File: src/rtl/core/bellman_ford_shortest_path_macros.svh
// ----------------------------------------------------------------------------
// Assertion macros for the shortest path block
// Shared concurrent check forms, clocked on clk and disabled in reset.
// ----------------------------------------------------------------------------
`ifndef BELLMAN_FORD_SHORTEST_PATH_MACROS_SVH
`define BELLMAN_FORD_SHORTEST_PATH_MACROS_SVH

// same-cycle implication
`define BFSP_ASSERT_NOW(lbl, ante, cons) \
  lbl: assert property (@(posedge clk) disable iff (!rst_n) (ante) |-> (cons)) \
    else $error("bfsp check failed");

// next-cycle implication
`define BFSP_ASSERT_NEXT(lbl, ante, cons) \
  lbl: assert property (@(posedge clk) disable iff (!rst_n) (ante) |=> (cons)) \
    else $error("bfsp check failed");

`endif

File: src/rtl/core/bfsp_pkg.sv
// ----------------------------------------------------------------------------
// bfsp_pkg
// Types, constants and controller/datapath command and status bundles.
// ----------------------------------------------------------------------------
package bfsp_pkg;

  localparam int MAX_NODES = 64;
  localparam int MAX_EDGES = 256;
  localparam int NODE_W    = 6;
  localparam int WEIGHT_W  = 16;
  localparam int DIST_W    = 22;
  localparam int NCNT_W    = 7;
  localparam int OP_W      = 2;
  localparam int EDGE_AW   = $clog2(MAX_EDGES);
  localparam int ECNT_W    = $clog2(MAX_EDGES + 1);
  localparam int LEN_W     = NODE_W + 1;

  localparam logic [DIST_W-1:0] DIST_CAP = {DIST_W{1'b1}};

  typedef enum logic [OP_W-1:0] {
    OP_CLEAR  = 2'd0,
    OP_APPEND = 2'd1,
    OP_SOLVE  = 2'd2
  } op_t;

  typedef enum logic [3:0] {
    S_IDLE,
    S_INIT,
    S_EFETCH,
    S_EREAD,
    S_RELAX,
    S_CHECK,
    S_WALK_RD,
    S_WALK_WR,
    S_EMIT_RD,
    S_EMIT_LD,
    S_EMIT_WAIT
  } state_t;

  typedef struct packed {
    logic [NODE_W-1:0]   from;
    logic [NODE_W-1:0]   to;
    logic [WEIGHT_W-1:0] weight;
  } edge_t;

  typedef struct packed {
    logic [NODE_W-1:0] node;
    logic [DIST_W-1:0] total;
  } stack_t;

  typedef struct packed {
    logic clear_store;
    logic append;
    logic capture;
    logic load_trivial;
    logic init;
    logic edge_rd;
    logic dist_rd;
    logic relax;
    logic load_unreach;
    logic walk_start;
    logic walk_rd;
    logic walk_wr;
    logic emit_rd;
    logic emit_ld;
    logic emit_next;
  } cmd_t;

  typedef struct packed {
    logic trivial;
    logic no_work;
    logic last_edge;
    logic last_pass;
    logic dst_reached;
    logic walk_done;
    logic out_last;
  } status_t;

endpackage

File: src/rtl/core/bfsp_ctrl.sv
// ----------------------------------------------------------------------------
// bfsp_ctrl
// Sequencer: request decode, relaxation passes, path walk and result emit.
// ----------------------------------------------------------------------------
`include "bellman_ford_shortest_path_macros.svh"

module bfsp_ctrl import bfsp_pkg::*; (
  input  logic            clk,
  input  logic            rst_n,
  input  logic            in_valid,
  output logic            in_ready,
  input  logic [OP_W-1:0] in_opcode,
  output logic            out_valid,
  input  logic            out_ready,
  input  status_t         st,
  output cmd_t            cmd
);

  state_t state_r, state_nxt;

  always_ff @(posedge clk) begin
    if (!rst_n) begin
      state_r <= S_IDLE;
    end else begin
      state_r <= state_nxt;
    end
  end

  assign in_ready  = (state_r == S_IDLE);
  assign out_valid = (state_r == S_EMIT_WAIT);

  always_comb begin
    state_nxt = state_r;
    cmd       = '0;
    unique case (state_r)
      S_IDLE: begin
        if (in_valid) begin
          if (in_opcode == OP_CLEAR) begin
            cmd.clear_store = 1'b1;
          end else if (in_opcode == OP_APPEND) begin
            cmd.append = 1'b1;
          end else if (in_opcode == OP_SOLVE) begin
            cmd.capture = 1'b1;
            if (st.trivial) begin
              cmd.load_trivial = 1'b1;
              state_nxt        = S_EMIT_WAIT;
            end else begin
              state_nxt = S_INIT;
            end
          end
        end
      end
      S_INIT: begin
        cmd.init  = 1'b1;
        state_nxt = st.no_work ? S_CHECK : S_EFETCH;
      end
      S_EFETCH: begin
        cmd.edge_rd = 1'b1;
        state_nxt   = S_EREAD;
      end
      S_EREAD: begin
        cmd.dist_rd = 1'b1;
        state_nxt   = S_RELAX;
      end
      S_RELAX: begin
        cmd.relax = 1'b1;
        state_nxt = (st.last_edge && st.last_pass) ? S_CHECK : S_EFETCH;
      end
      S_CHECK: begin
        if (st.dst_reached) begin
          cmd.walk_start = 1'b1;
          state_nxt      = S_WALK_RD;
        end else begin
          cmd.load_unreach = 1'b1;
          state_nxt        = S_EMIT_WAIT;
        end
      end
      S_WALK_RD: begin
        cmd.walk_rd = 1'b1;
        state_nxt   = S_WALK_WR;
      end
      S_WALK_WR: begin
        cmd.walk_wr = 1'b1;
        state_nxt   = st.walk_done ? S_EMIT_RD : S_WALK_RD;
      end
      S_EMIT_RD: begin
        cmd.emit_rd = 1'b1;
        state_nxt   = S_EMIT_LD;
      end
      S_EMIT_LD: begin
        cmd.emit_ld = 1'b1;
        state_nxt   = S_EMIT_WAIT;
      end
      S_EMIT_WAIT: begin
        if (out_ready) begin
          if (st.out_last) begin
            state_nxt = S_IDLE;
          end else begin
            cmd.emit_next = 1'b1;
            state_nxt     = S_EMIT_RD;
          end
        end
      end
      default: begin
        state_nxt = S_IDLE;
      end
    endcase
  end

  `BFSP_ASSERT_NOW(a_no_overlap, in_ready, !out_valid)
  `BFSP_ASSERT_NEXT(a_final_frees, out_valid && out_ready && st.out_last, in_ready)
  `BFSP_ASSERT_NOW(a_result_loaded, $rose(out_valid),
                   $past(cmd.emit_ld || cmd.load_trivial || cmd.load_unreach))
  `BFSP_ASSERT_NEXT(a_relax_follows_read, cmd.dist_rd, cmd.relax)

endmodule

File: config.mk
export PLATFORM = sky130hd
export DESIGN_NAME = bfsp_ctrl
export DESIGN_NICKNAME = d
export VERILOG_FILES = /design/src/rtl/core/bfsp_pkg.sv /design/src/rtl/core/bfsp_ctrl.sv
export VERILOG_INCLUDE_DIRS = /design/src /design/src/rtl/core
export SDC_FILE = /design/constraint.sdc
export NUM_CORES = 1
export LEC_CHECK = 0
export CORE_AREA = 2 2 39 41
export DETAILED_ROUTE_END_ITERATION = 10
export DIE_AREA = 0 0 41 43
export DONT_BUFFER_PORTS = 1
export GPL_TIMING_DRIVEN = 0
export HOLD_SLACK_MARGIN = 0.06
export PLACE_DENSITY = 0.53
export SLEW_MARGIN = 40
export SYNTH_ARGS = -nofsm -noshare
export SYNTH_HDL_FRONTEND = slang
export SYNTH_SLANG_ARGS = --single-unit
File: constraint.sdc
create_clock -name clk -period 2.4 [get_ports clk]
set_input_delay 0.12 -clock clk [delete_from_list [all_inputs] [get_ports clk]]
set_output_delay 0.12 -clock clk [all_outputs]
set_load 0.02 [all_outputs]
**Word-level counts from Yosys, hierarchy flattened**

Cells that the tools add are included.

- Input port bits: 13
- Memories: 0
- ROM bits: 0
- Bits in latches: 0
- Output and inout bits: 17
- Bits in registers: 4
- RAM bits: 0

- Bitwise logic cells: 0
- Shifts and indexed selects: 0
- Muxes and demuxes: 34
- Multipliers: 0
- $lt $le $gt $ge: 0
- Add/subtract/negate cells: 0
- Equality and inequality tests: 17
- Div/mod/pow operators: 0
- Reduce and logical (&&, ||, !) cells: 4

Operator list:

| operator | number |
|---|---|
| 4-bit 2-to-1 mux | 11 |
| 4-bit case mux with 11 select lines | 1 |
| 4-bit by 3-bit equality test with 1-bit output, second input constant | 4 |
| 1-bit 2-to-1 mux | 16 |
| 4-bit equality test, second input constant | 3 |
| 3-bit 2-to-1 mux | 3 |
| 4-bit by 2-bit equality test with 1-bit output, second input constant | 2 |
| 2-bit 2-to-1 mux | 3 |
| 2-bit != test, second input constant | 3 |
| 5-bit AND reduction | 1 |
| 4-bit by 1-bit equality test with 1-bit output, second input constant | 1 |
| 4-bit logical NOT | 1 |
| 2-bit by 1-bit != test with 1-bit output, second input constant | 2 |
| 2-bit by 1-bit equality test with 1-bit output, second input constant | 1 |
| 2-bit equality test, second input constant | 1 |
| 2-bit logical NOT | 1 |
| 1-bit logical AND | 1 |

**Longest topological paths before layout**

Gate-level depths: netlist of run 1.

- Depth after elaboration: 6
- Depth in mapped cells: 6
- Gate-level depth less buffers: 4

**Worst setup path before layout of run 1**

No wires, ideal clock.

- Path kind: reg-to-output
- Start point: register state_r[1]
- End point: output port cmd[11] (netlist name)
- Data arrival time: 1.607 ns
- Stages on the path, launching flop included: 5
- Path slack: 0.673 ns
- Path buffers: 1
- Cells stage by stage: dfxtp_1 > buf_6 > nor4_4 > nor3b_2 > and2_1

RTL lines:

| item | RTL line | source |
|---|---|---|
| start, declared | bfsp_ctrl.sv:19 | `state_t state_r, state_nxt;` |
| start signal, assigned | bfsp_ctrl.sv:25 | `state_r <= state_nxt;` |
| end, declared | bfsp_ctrl.sv:16 | `output cmd_t cmd` |

==> impl_results.html, run 1 <==
<table>
<tr><th>Metric</th><th>Value</th></tr>
<tr><th colspan="2">Drt</th></tr>
<tr><td>Pre-Repair DR Iteration Count</td><td>4</td></tr>
<tr><td>Vias</td><td>536</td></tr>
<tr><td>Vias per cell</td><td>5.96</td></tr>
<tr><td>Final WL</td><td>1370 um</td></tr>
<tr><td>DR DRC count</td><td>0</td></tr>
<tr><td>Number of routed nets with antenna violations</td><td>0</td></tr>
<tr><td>Initial detailed-routing violation count</td><td>15</td></tr>
<tr><td>Per-cell routed wire length</td><td>15.2 um</td></tr>
<tr><th colspan="2">Clock network</th></tr>
<tr><td>Resized cells post-CTS</td><td>0</td></tr>
<tr><td>Post-CTS Setup Repair Bufs</td><td>0</td></tr>
<tr><td>Cts bufs inserted</td><td>3</td></tr>
<tr><td>Clock root cell</td><td>clkbuf_4</td></tr>
<tr><td>Maximum level of the CTS H-tree</td><td>1</td></tr>
<tr><td># hold bufs at CTS</td><td>1</td></tr>
<tr><td>Buffer levels on the longest clock path</td><td>2</td></tr>
<tr><td>Sinks on Clock Net</td><td>4</td></tr>
<tr><td>Clock-pin slew of the registers on the worst-case setup and hold paths</td><td>0.04 ns</td></tr>
<tr><td>Clock tree from TritonCTS</td><td>built</td></tr>
<tr><td>Clock latency on the worst-skew pair</td><td>0.23 ns</td></tr>
<tr><th colspan="2">Power</th></tr>
<tr><td>Worst-case vdd ir drop</td><td>495 uV</td></tr>
<tr><td>Lkg Pwr</td><td>0.211 nW</td></tr>
<tr><td>Net Sw Frac</td><td>52.9%</td></tr>
<tr><td>Relative contribution of the clock network to total power</td><td>10.8%</td></tr>
<tr><td>Total net switching power</td><td>0.000405 W</td></tr>
<tr><td>Internal portion of total power</td><td>0.000360 W</td></tr>
<tr><td>Cell area power density</td><td>1330 nW/um^2</td></tr>
<tr><td>Part of the power in combinational logic</td><td>74.6%</td></tr>
<tr><td>Sequential share of power</td><td>14.7%</td></tr>
<tr><th colspan="2">Global routing</th></tr>
<tr><td>Global-route wire length before repair</td><td>2010 um</td></tr>
<tr><td>Number of antenna violations at the first check in global routing</td><td>0</td></tr>
<tr><td>Largest net degree at the start of global routing</td><td>11</td></tr>
<tr><td>Remaining global-route overflow</td><td>0</td></tr>
<tr><td>Via count of the first global-routing pass</td><td>483</td></tr>
<tr><td>Overall routing resource usage</td><td>16.6%</td></tr>
<tr><th colspan="2">Synthesis</th></tr>
<tr><td>Synthesized instance count</td><td>69</td></tr>
<tr><td>Number of warning messages in the yosys log</td><td>0</td></tr>
<tr><td>Post-synthesis cell type count</td><td>34</td></tr>
<tr><td>Number of enable flip-flop cells after synthesis</td><td>0</td></tr>
<tr><td>Sequential cell area fraction in the yosys report</td><td>15.6%</td></tr>
<tr><td>Synthesis-stage register bit count</td><td>4</td></tr>
<tr><td>Avg Inst Size Synth</td><td>7.42 sq um</td></tr>
<tr><td>Async S/R FF share, synth</td><td>0%</td></tr>
<tr><td>Combined area of all synthesized cells</td><td>512 sq um</td></tr>
<tr><td>Syn_nets</td><td>82</td></tr>
<tr><td>Most used flip-flop cell after synthesis</td><td>dfxtp_1</td></tr>
<tr><th colspan="2">Timing</th></tr>
<tr><td>Period minus WS final</td><td>2.05 ns</td></tr>
<tr><td>PnR worst setup slack</td><td>0.349 ns</td></tr>
<tr><td>Worst slew pin tran</td><td>0.669 ns</td></tr>
<tr><td>Slew HR</td><td>55.3%</td></tr>
<tr><td>Setup TNS</td><td>0 ns</td></tr>
<tr><td>Unrepaired setup endpoints after global routing</td><td>false</td></tr>
<tr><td>Clk_skew</td><td>0.00347 ns</td></tr>
<tr><td>Number of hold violations in the final report</td><td>0</td></tr>
<tr><td>Fmax</td><td>0.488 GHz</td></tr>
<tr><td>Final setup violation count</td><td>0</td></tr>
<tr><td>Tcrit/Tclk final</td><td>85.4%</td></tr>
<tr><td>Final count of pins violating max slew</td><td>0</td></tr>
<tr><th colspan="2">Setup path</th></tr>
<tr><td>Data arrival at the endpoint of the critical path</td><td>1.93 ns</td></tr>
<tr><td>Critical path buffer and inverter count</td><td>1</td></tr>
<tr><td>Worst setup path class</td><td>register to output port</td></tr>
<tr><td>Ordered cell list for the critical path</td><td>buf_6 &gt; nor4_4 &gt; nor3b_2 &gt; and2_1</td></tr>
<tr><td>Slowest cell on the critical path</td><td>nor4_4</td></tr>
<tr><td>Stage delay of the slowest cell on the critical path</td><td>0.49 ns</td></tr>
<tr><td>CP max FO</td><td>9</td></tr>
<tr><td>Crit path capture type</td><td>output port</td></tr>
<tr><td>Required time worst endpoint</td><td>2.28 ns</td></tr>
<tr><td>Cell family with the largest share of critical-path delay</td><td>simple AND/OR/NAND/NOR gates</td></tr>
<tr><td>Worst setup SP type</td><td>register</td></tr>
<tr><th colspan="2">Floorplanning</th></tr>
<tr><td>Num ports</td><td>30</td></tr>
<tr><td>Width of the chip</td><td>41 um</td></tr>
<tr><td>Die Footprint</td><td>1760 sq um</td></tr>
<tr><td>Core Area</td><td>1380 sq um</td></tr>
<tr><td>FP Rows</td><td>14</td></tr>
<tr><td>Height of the chip</td><td>43 um</td></tr>
<tr><td>Initial standard-cell utilization of the core</td><td>37.0%</td></tr>
<tr><th colspan="2">Place</th></tr>
<tr><td>Total placed instance area</td><td>532 sq um</td></tr>
<tr><td>Last weighted congestion value of the routability-driven placer</td><td>0.802</td></tr>
<tr><td>Post-DP HPWL</td><td>1000 um</td></tr>
<tr><td>Number of I/O port buffers</td><td>0</td></tr>
<tr><td>Worst-case setup slack after placement</td><td>0.578 ns</td></tr>
<tr><th colspan="2">Layout</th></tr>
<tr><td>Max FFs per register</td><td>4</td></tr>
<tr><td>Commonest cells after routing, fill and taps aside</td><td>nand2b_1 (6), nor3_1 (6), buf_2 (5), nor2_1 (5), nand2_1 (5)</td></tr>
<tr><td>Largest registers</td><td>state_r x4</td></tr>
<tr><td>Area growth, synth to finish</td><td>12.2%</td></tr>
<tr><td>Final design area excluding fillers</td><td>574 sq um</td></tr>
<tr><td>Number of inserted diodes</td><td>0</td></tr>
<tr><td>Fill cell instance count of the final layout</td><td>159</td></tr>
<tr><td>Top register by number of flip-flops</td><td>state_r</td></tr>
<tr><td>Fraction of layout instances using a drive strength above 1</td><td>20.3%</td></tr>
<tr><td>Layout net count</td><td>89</td></tr>
<tr><th colspan="2">Run status</th></tr>
<tr><td>Result of the run</td><td>finished, final reports clean</td></tr>
<tr><th colspan="2">Min path</th></tr>
<tr><td>Class of the tightest hold or removal check</td><td>input port to register</td></tr>
<tr><th colspan="2">Run</th></tr>
<tr><td>Max-cap violation count</td><td>0</td></tr>
</table>
## worst register-to-register path, stage by stage, from the launching register on
cell and delay, ns:
dfxtp_1 0.30, buf_6 0.13, nor4_4 0.49, o21ai_0 0.18
o211ai_1 0.20, o21ai_1 0.12
## through the flow
step                cells  utilization (%)  hold WS [ns]  total power (W)
floorplan              69                -         0.266         0.000590
global placement       85             38.4         0.290         0.000677
detailed placement     85             38.4         0.290         0.000676
CTS                    89             40.8        0.0636         0.000767
global route           90             41.5         0.123         0.000835
finish                 90             41.5         0.112         0.000765
## Yosys cell counts, types with 2 or more instances
cell type  count  share of area, %
nand2b_1       6               7.3
nor3_1         6               5.9
buf_2          5               4.9
nand2_1        5               3.7
nor2_1         5               3.7
a21oi_1        4               3.9
dfxtp_1        4                16
nor3b_1        4               5.9
and3b_1        2               3.4
o21ai_0        2               2.0
o221ai_1       2               3.4
o22ai_1        2               2.4
## cell type report
cell class              instances  area [sq um]  share of cell area, %
plain buffers                   7          43.8                   7.63
clock buffers                   3          22.5                   3.92
inverters                       1          3.75                  0.654
multi-input cells              57           384                   66.9
flip-flops and latches          4          80.1                   13.9
well taps                      16          20.0                   3.49
repair buffers                  2          20.0                   3.49
## path summary, 6_finish.rpt
kind	startpoint	endpoint	slack, ns	cells after the start
setup / recovery	state_r[1]	cmd[11]	0.35	4
hold / removal	rst_n	state_r[1]	0.11	2
setup reg to reg	state_r[1]	state_r[3]	0.86	5
hold reg to reg	state_r[3]	state_r[2]	0.77	2
## power groups by stage
stage | clock network [W] | registers [W] | logic, W
3_3_place_gp | 0 | 0.000113 | 0.000564
2_1_floorplan | 0 | 0.000111 | 0.000479
3_5_place_dp | 0 | 0.000113 | 0.000564
4_1_cts | 0.0000875 | 0.000112 | 0.000567
6_report | 0.0000824 | 0.000112 | 0.000571
5_1_grt | 0.0000953 | 0.000115 | 0.000624
## cell families (layout without fill, tap and decap cells)
group           Yosys count  count (layout)  share of synthesized area, %
simple gates             38              38                          49.6
buf+inv                   8              13                          9.29
compound gates           19              19                          25.4
flops                     4               4                          15.6
## metal layers
layer	track usage, %	up-vias	routed length (um)	share of wire (%)
li1	-	270	-	-
met1	22.8	242	618	45
met5	0	-	0	0
met4	4.00	0	0	0
met3	6.28	0	122	8.9
met2	23.8	24	624	46
No activity file was read; power rests on OpenSTA's default activity.
==> run 2, diff against run 1 <==
- CTS_BUF_LIST: not set -> sky130_fd_sc_hd__clkbuf_8
- RECOVER_POWER: not set -> 50
==> run 2 against run 1 <==
Effect of this change: worst hold slack lost 0.043 ns; worst setup slack better by 0.016 ns; clock skew about the same; via count shrank 1.5%; critical path depth stayed put; routed wire length fell by 1.8%; sequential power about the same; flip-flop and latch count unchanged; final cell count fell by 2.2%; design area fell by 0.65%; maximum frequency rose by 0.77%; sequential share of layout area increased by 0.092 points; critical path type unchanged; largest power group unchanged.
==> impl_results.html, run 2 (same netlist as run 1, synthesis figures left out) <==
<table>
<tr><th>Metric</th><th>Value</th></tr>
<tr><th colspan="2">Layout</th></tr>
<tr><td>Area growth, synth to finish</td><td>11.5%</td></tr>
<tr><td>Largest registers</td><td>state_r x4</td></tr>
<tr><td>Final design area excluding fillers</td><td>571 sq um (-0.65%)</td></tr>
<tr><td>Layout net count</td><td>87 (-2.2%)</td></tr>
<tr><td>Area taken by multi-input logic gates</td><td>384 sq um (unchanged)</td></tr>
<tr><td>Commonest cells after routing, fill and taps aside</td><td>nand2b_1 (6), nor3_1 (6), nor2_1 (5), nand2_1 (5)</td></tr>
<tr><td>Layout Utilization</td><td>41.2% (-0.27 points)</td></tr>
<tr><td>Fill cell instance count of the final layout</td><td>154 (-3.1%)</td></tr>
<tr><td>Area used by sequential logic in the layout</td><td>80.1 sq um (unchanged)</td></tr>
<tr><td>Fraction of layout instances using a drive strength above 1</td><td>18.1% (-2.2 points)</td></tr>
<tr><td>Number of inserted diodes</td><td>0 (unchanged)</td></tr>
<tr><td>Max FFs per register</td><td>4 (unchanged)</td></tr>
<tr><td>Top register by number of flip-flops</td><td>state_r</td></tr>
<tr><th colspan="2">Setup path</th></tr>
<tr><td>Crit path capture type</td><td>output port</td></tr>
<tr><td>Worst setup path class</td><td>register to output port</td></tr>
<tr><td>Data arrival at the endpoint of the critical path</td><td>1.91 ns (-0.02 ns)</td></tr>
<tr><td>Required time worst endpoint</td><td>2.28 ns (about the same)</td></tr>
<tr><td>Setup slack, reg-to-reg</td><td>0.72 ns (-0.14 ns)</td></tr>
<tr><td>CP max FO</td><td>9 (unchanged)</td></tr>
<tr><td>Worst setup SP type</td><td>register</td></tr>
<tr><th colspan="2">Clock network</th></tr>
<tr><td># hold bufs at CTS</td><td>0 (-1)</td></tr>
<tr><td>Post-CTS Setup Repair Bufs</td><td>0 (unchanged)</td></tr>
<tr><td>Buffer levels on the longest clock path</td><td>2 (unchanged)</td></tr>
<tr><td>Clock root cell</td><td>clkbuf_8</td></tr>
<tr><td>Maximum level of the CTS H-tree</td><td>1 (unchanged)</td></tr>
<tr><td>Cts bufs inserted</td><td>3 (unchanged)</td></tr>
<tr><td>Resized cells post-CTS</td><td>0 (unchanged)</td></tr>
<tr><td>Clock-pin slew of the registers on the worst-case setup and hold paths</td><td>0.03 ns (about the same)</td></tr>
<tr><td>Clock latency on the worst-skew pair</td><td>0.21 ns (-0.02 ns)</td></tr>
<tr><td>Clock tree from TritonCTS</td><td>built</td></tr>
<tr><td>Sinks on Clock Net</td><td>4 (unchanged)</td></tr>
<tr><th colspan="2">Floorplanning</th></tr>
<tr><td>Core Area</td><td>1380 sq um (unchanged)</td></tr>
<tr><td>Die Footprint</td><td>1760 sq um (unchanged)</td></tr>
<tr><td>Height of the chip</td><td>43 um (unchanged)</td></tr>
<tr><td>FP Rows</td><td>14 (unchanged)</td></tr>
<tr><td>Num ports</td><td>30 (unchanged)</td></tr>
<tr><td>Width of the chip</td><td>41 um (unchanged)</td></tr>
<tr><td>Initial standard-cell utilization of the core</td><td>37.0% (unchanged)</td></tr>
<tr><th colspan="2">Power</th></tr>
<tr><td>Cell area power density</td><td>1430 nW/um^2 (+7.0%)</td></tr>
<tr><td>Total power of the final layout</td><td>0.000814 W (+6.3%)</td></tr>
<tr><td>Worst-case vdd ir drop</td><td>488 uV (-1.5%)</td></tr>
<tr><td>Lkg Pwr</td><td>0.202 nW (-4.4%)</td></tr>
<tr><th colspan="2">Timing</th></tr>
<tr><td>Fmax</td><td>0.491 GHz (+0.77%)</td></tr>
<tr><td>Number of hold violations in the final report</td><td>0 (unchanged)</td></tr>
<tr><td>Final count of pins violating max slew</td><td>0 (unchanged)</td></tr>
<tr><td>Period minus WS final</td><td>2.03 ns (-0.0156 ns)</td></tr>
<tr><td>Clk_skew</td><td>0.00338 ns (-0.0000881 ns)</td></tr>
<tr><td>Tcrit/Tclk final</td><td>84.8% (-0.65 points)</td></tr>
<tr><td>Unrepaired setup endpoints after global routing</td><td>false</td></tr>
<tr><td>PnR worst setup slack</td><td>0.365 ns (+0.0156 ns)</td></tr>
<tr><td>Final setup violation count</td><td>0 (unchanged)</td></tr>
<tr><td>Slew HR</td><td>55.3% (about the same)</td></tr>
<tr><td>Worst slew pin tran</td><td>0.669 ns (-0.000223 ns)</td></tr>
<tr><td>Setup TNS</td><td>0 ns (unchanged)</td></tr>
<tr><th colspan="2">Place</th></tr>
<tr><td>Number of I/O port buffers</td><td>0 (unchanged)</td></tr>
<tr><td>Last weighted congestion value of the routability-driven placer</td><td>0.802 (unchanged)</td></tr>
<tr><td>Post-DP HPWL</td><td>1000 um (unchanged)</td></tr>
<tr><td>Total placed instance area</td><td>532 sq um (unchanged)</td></tr>
<tr><td>Worst-case setup slack after placement</td><td>0.578 ns (unchanged)</td></tr>
<tr><th colspan="2">Drt</th></tr>
<tr><td>Final WL</td><td>1340 um (-1.8%)</td></tr>
<tr><td>Initial detailed-routing violation count</td><td>9 (-6)</td></tr>
<tr><td>Pre-Repair DR Iteration Count</td><td>4 (unchanged)</td></tr>
<tr><td>Per-cell routed wire length</td><td>15.3 um (+0.48%)</td></tr>
<tr><td>Vias per cell</td><td>6.00 (+0.75%)</td></tr>
<tr><td>DR DRC count</td><td>0 (unchanged)</td></tr>
<tr><td>Number of routed nets with antenna violations</td><td>0 (unchanged)</td></tr>
<tr><td>Vias</td><td>528 (-1.5%)</td></tr>
<tr><th colspan="2">Global routing</th></tr>
<tr><td>Remaining global-route overflow</td><td>0 (unchanged)</td></tr>
<tr><td>Overall routing resource usage</td><td>15.8% (-0.80 points)</td></tr>
<tr><td>Via count of the first global-routing pass</td><td>469 (-2.9%)</td></tr>
<tr><td>Largest net degree at the start of global routing</td><td>11 (unchanged)</td></tr>
<tr><td>Global-route wire length before repair</td><td>1930 um (-4.1%)</td></tr>
<tr><td>Number of antenna violations at the first check in global routing</td><td>0 (unchanged)</td></tr>
<tr><th colspan="2">Run status</th></tr>
<tr><td>Result of the run</td><td>finished, final reports clean</td></tr>
<tr><th colspan="2">Min path</th></tr>
<tr><td>Class of the tightest hold or removal check</td><td>input port to register</td></tr>
<tr><th colspan="2">Run</th></tr>
<tr><td>Max-cap violation count</td><td>0 (unchanged)</td></tr>
</table>
run 2: cell types whose count changed in the layout (fill, tap and decap cells not counted), sizes merged:
cell,previous run,this run
dlygate4sd3,2,0
buf,7,5
clkbuf,3,5
run 2: final cells by class:
| cell class | count | area share, % |
|---|---|---|
| Buffer | 7 | 7.24 |
| Clock buffer | 3 | 7.24 |
| Inverter | 1 | 0.658 |
| Multi-Input combinational cell | 57 | 67.3 |
| Sequential cell | 4 | 14.0 |
| Tap cell | 16 | 3.51 |
run 2: critical path: stages, from the launching register on:
cell and delay, ns:
dfxtp_1 0.29, buf_6 0.13, nor4_4 0.50, nor3b_2 0.47, and2_1 0.31
run 2: metrics by stage:
stage          hold slack (ns)  instances
6_report                0.0686         88
5_1_grt                 0.0650         88
4_1_cts                 0.0659         88
3_5_place_dp             0.290         85
3_3_place_gp             0.290         85
2_1_floorplan            0.266         69
run 2: final timing paths:
path / start / endpoint / depth (start not counted)
max: state_r[1] / cmd[11] / 4
min: rst_n / state_r[3] / 2
max reg2reg: state_r[2] / state_r[3] / 5
min reg2reg: state_r[3] / state_r[2] / 2
run 2: report_power, final:
part	switching, W	internal (W)
combinational	0.000357	0.000206
sequential	0.0000179	0.0000943
clock	0.0000318	0.000107
total	0.000407	0.000407
run 2: layer usage:
layer | global-route usage [%] | share of wire, %
met5 | 0 | 0
met3 | 6.28 | 9.2
met4 | 2.00 | 0
met1 | 21.5 | 45
met2 | 23.4 | 46
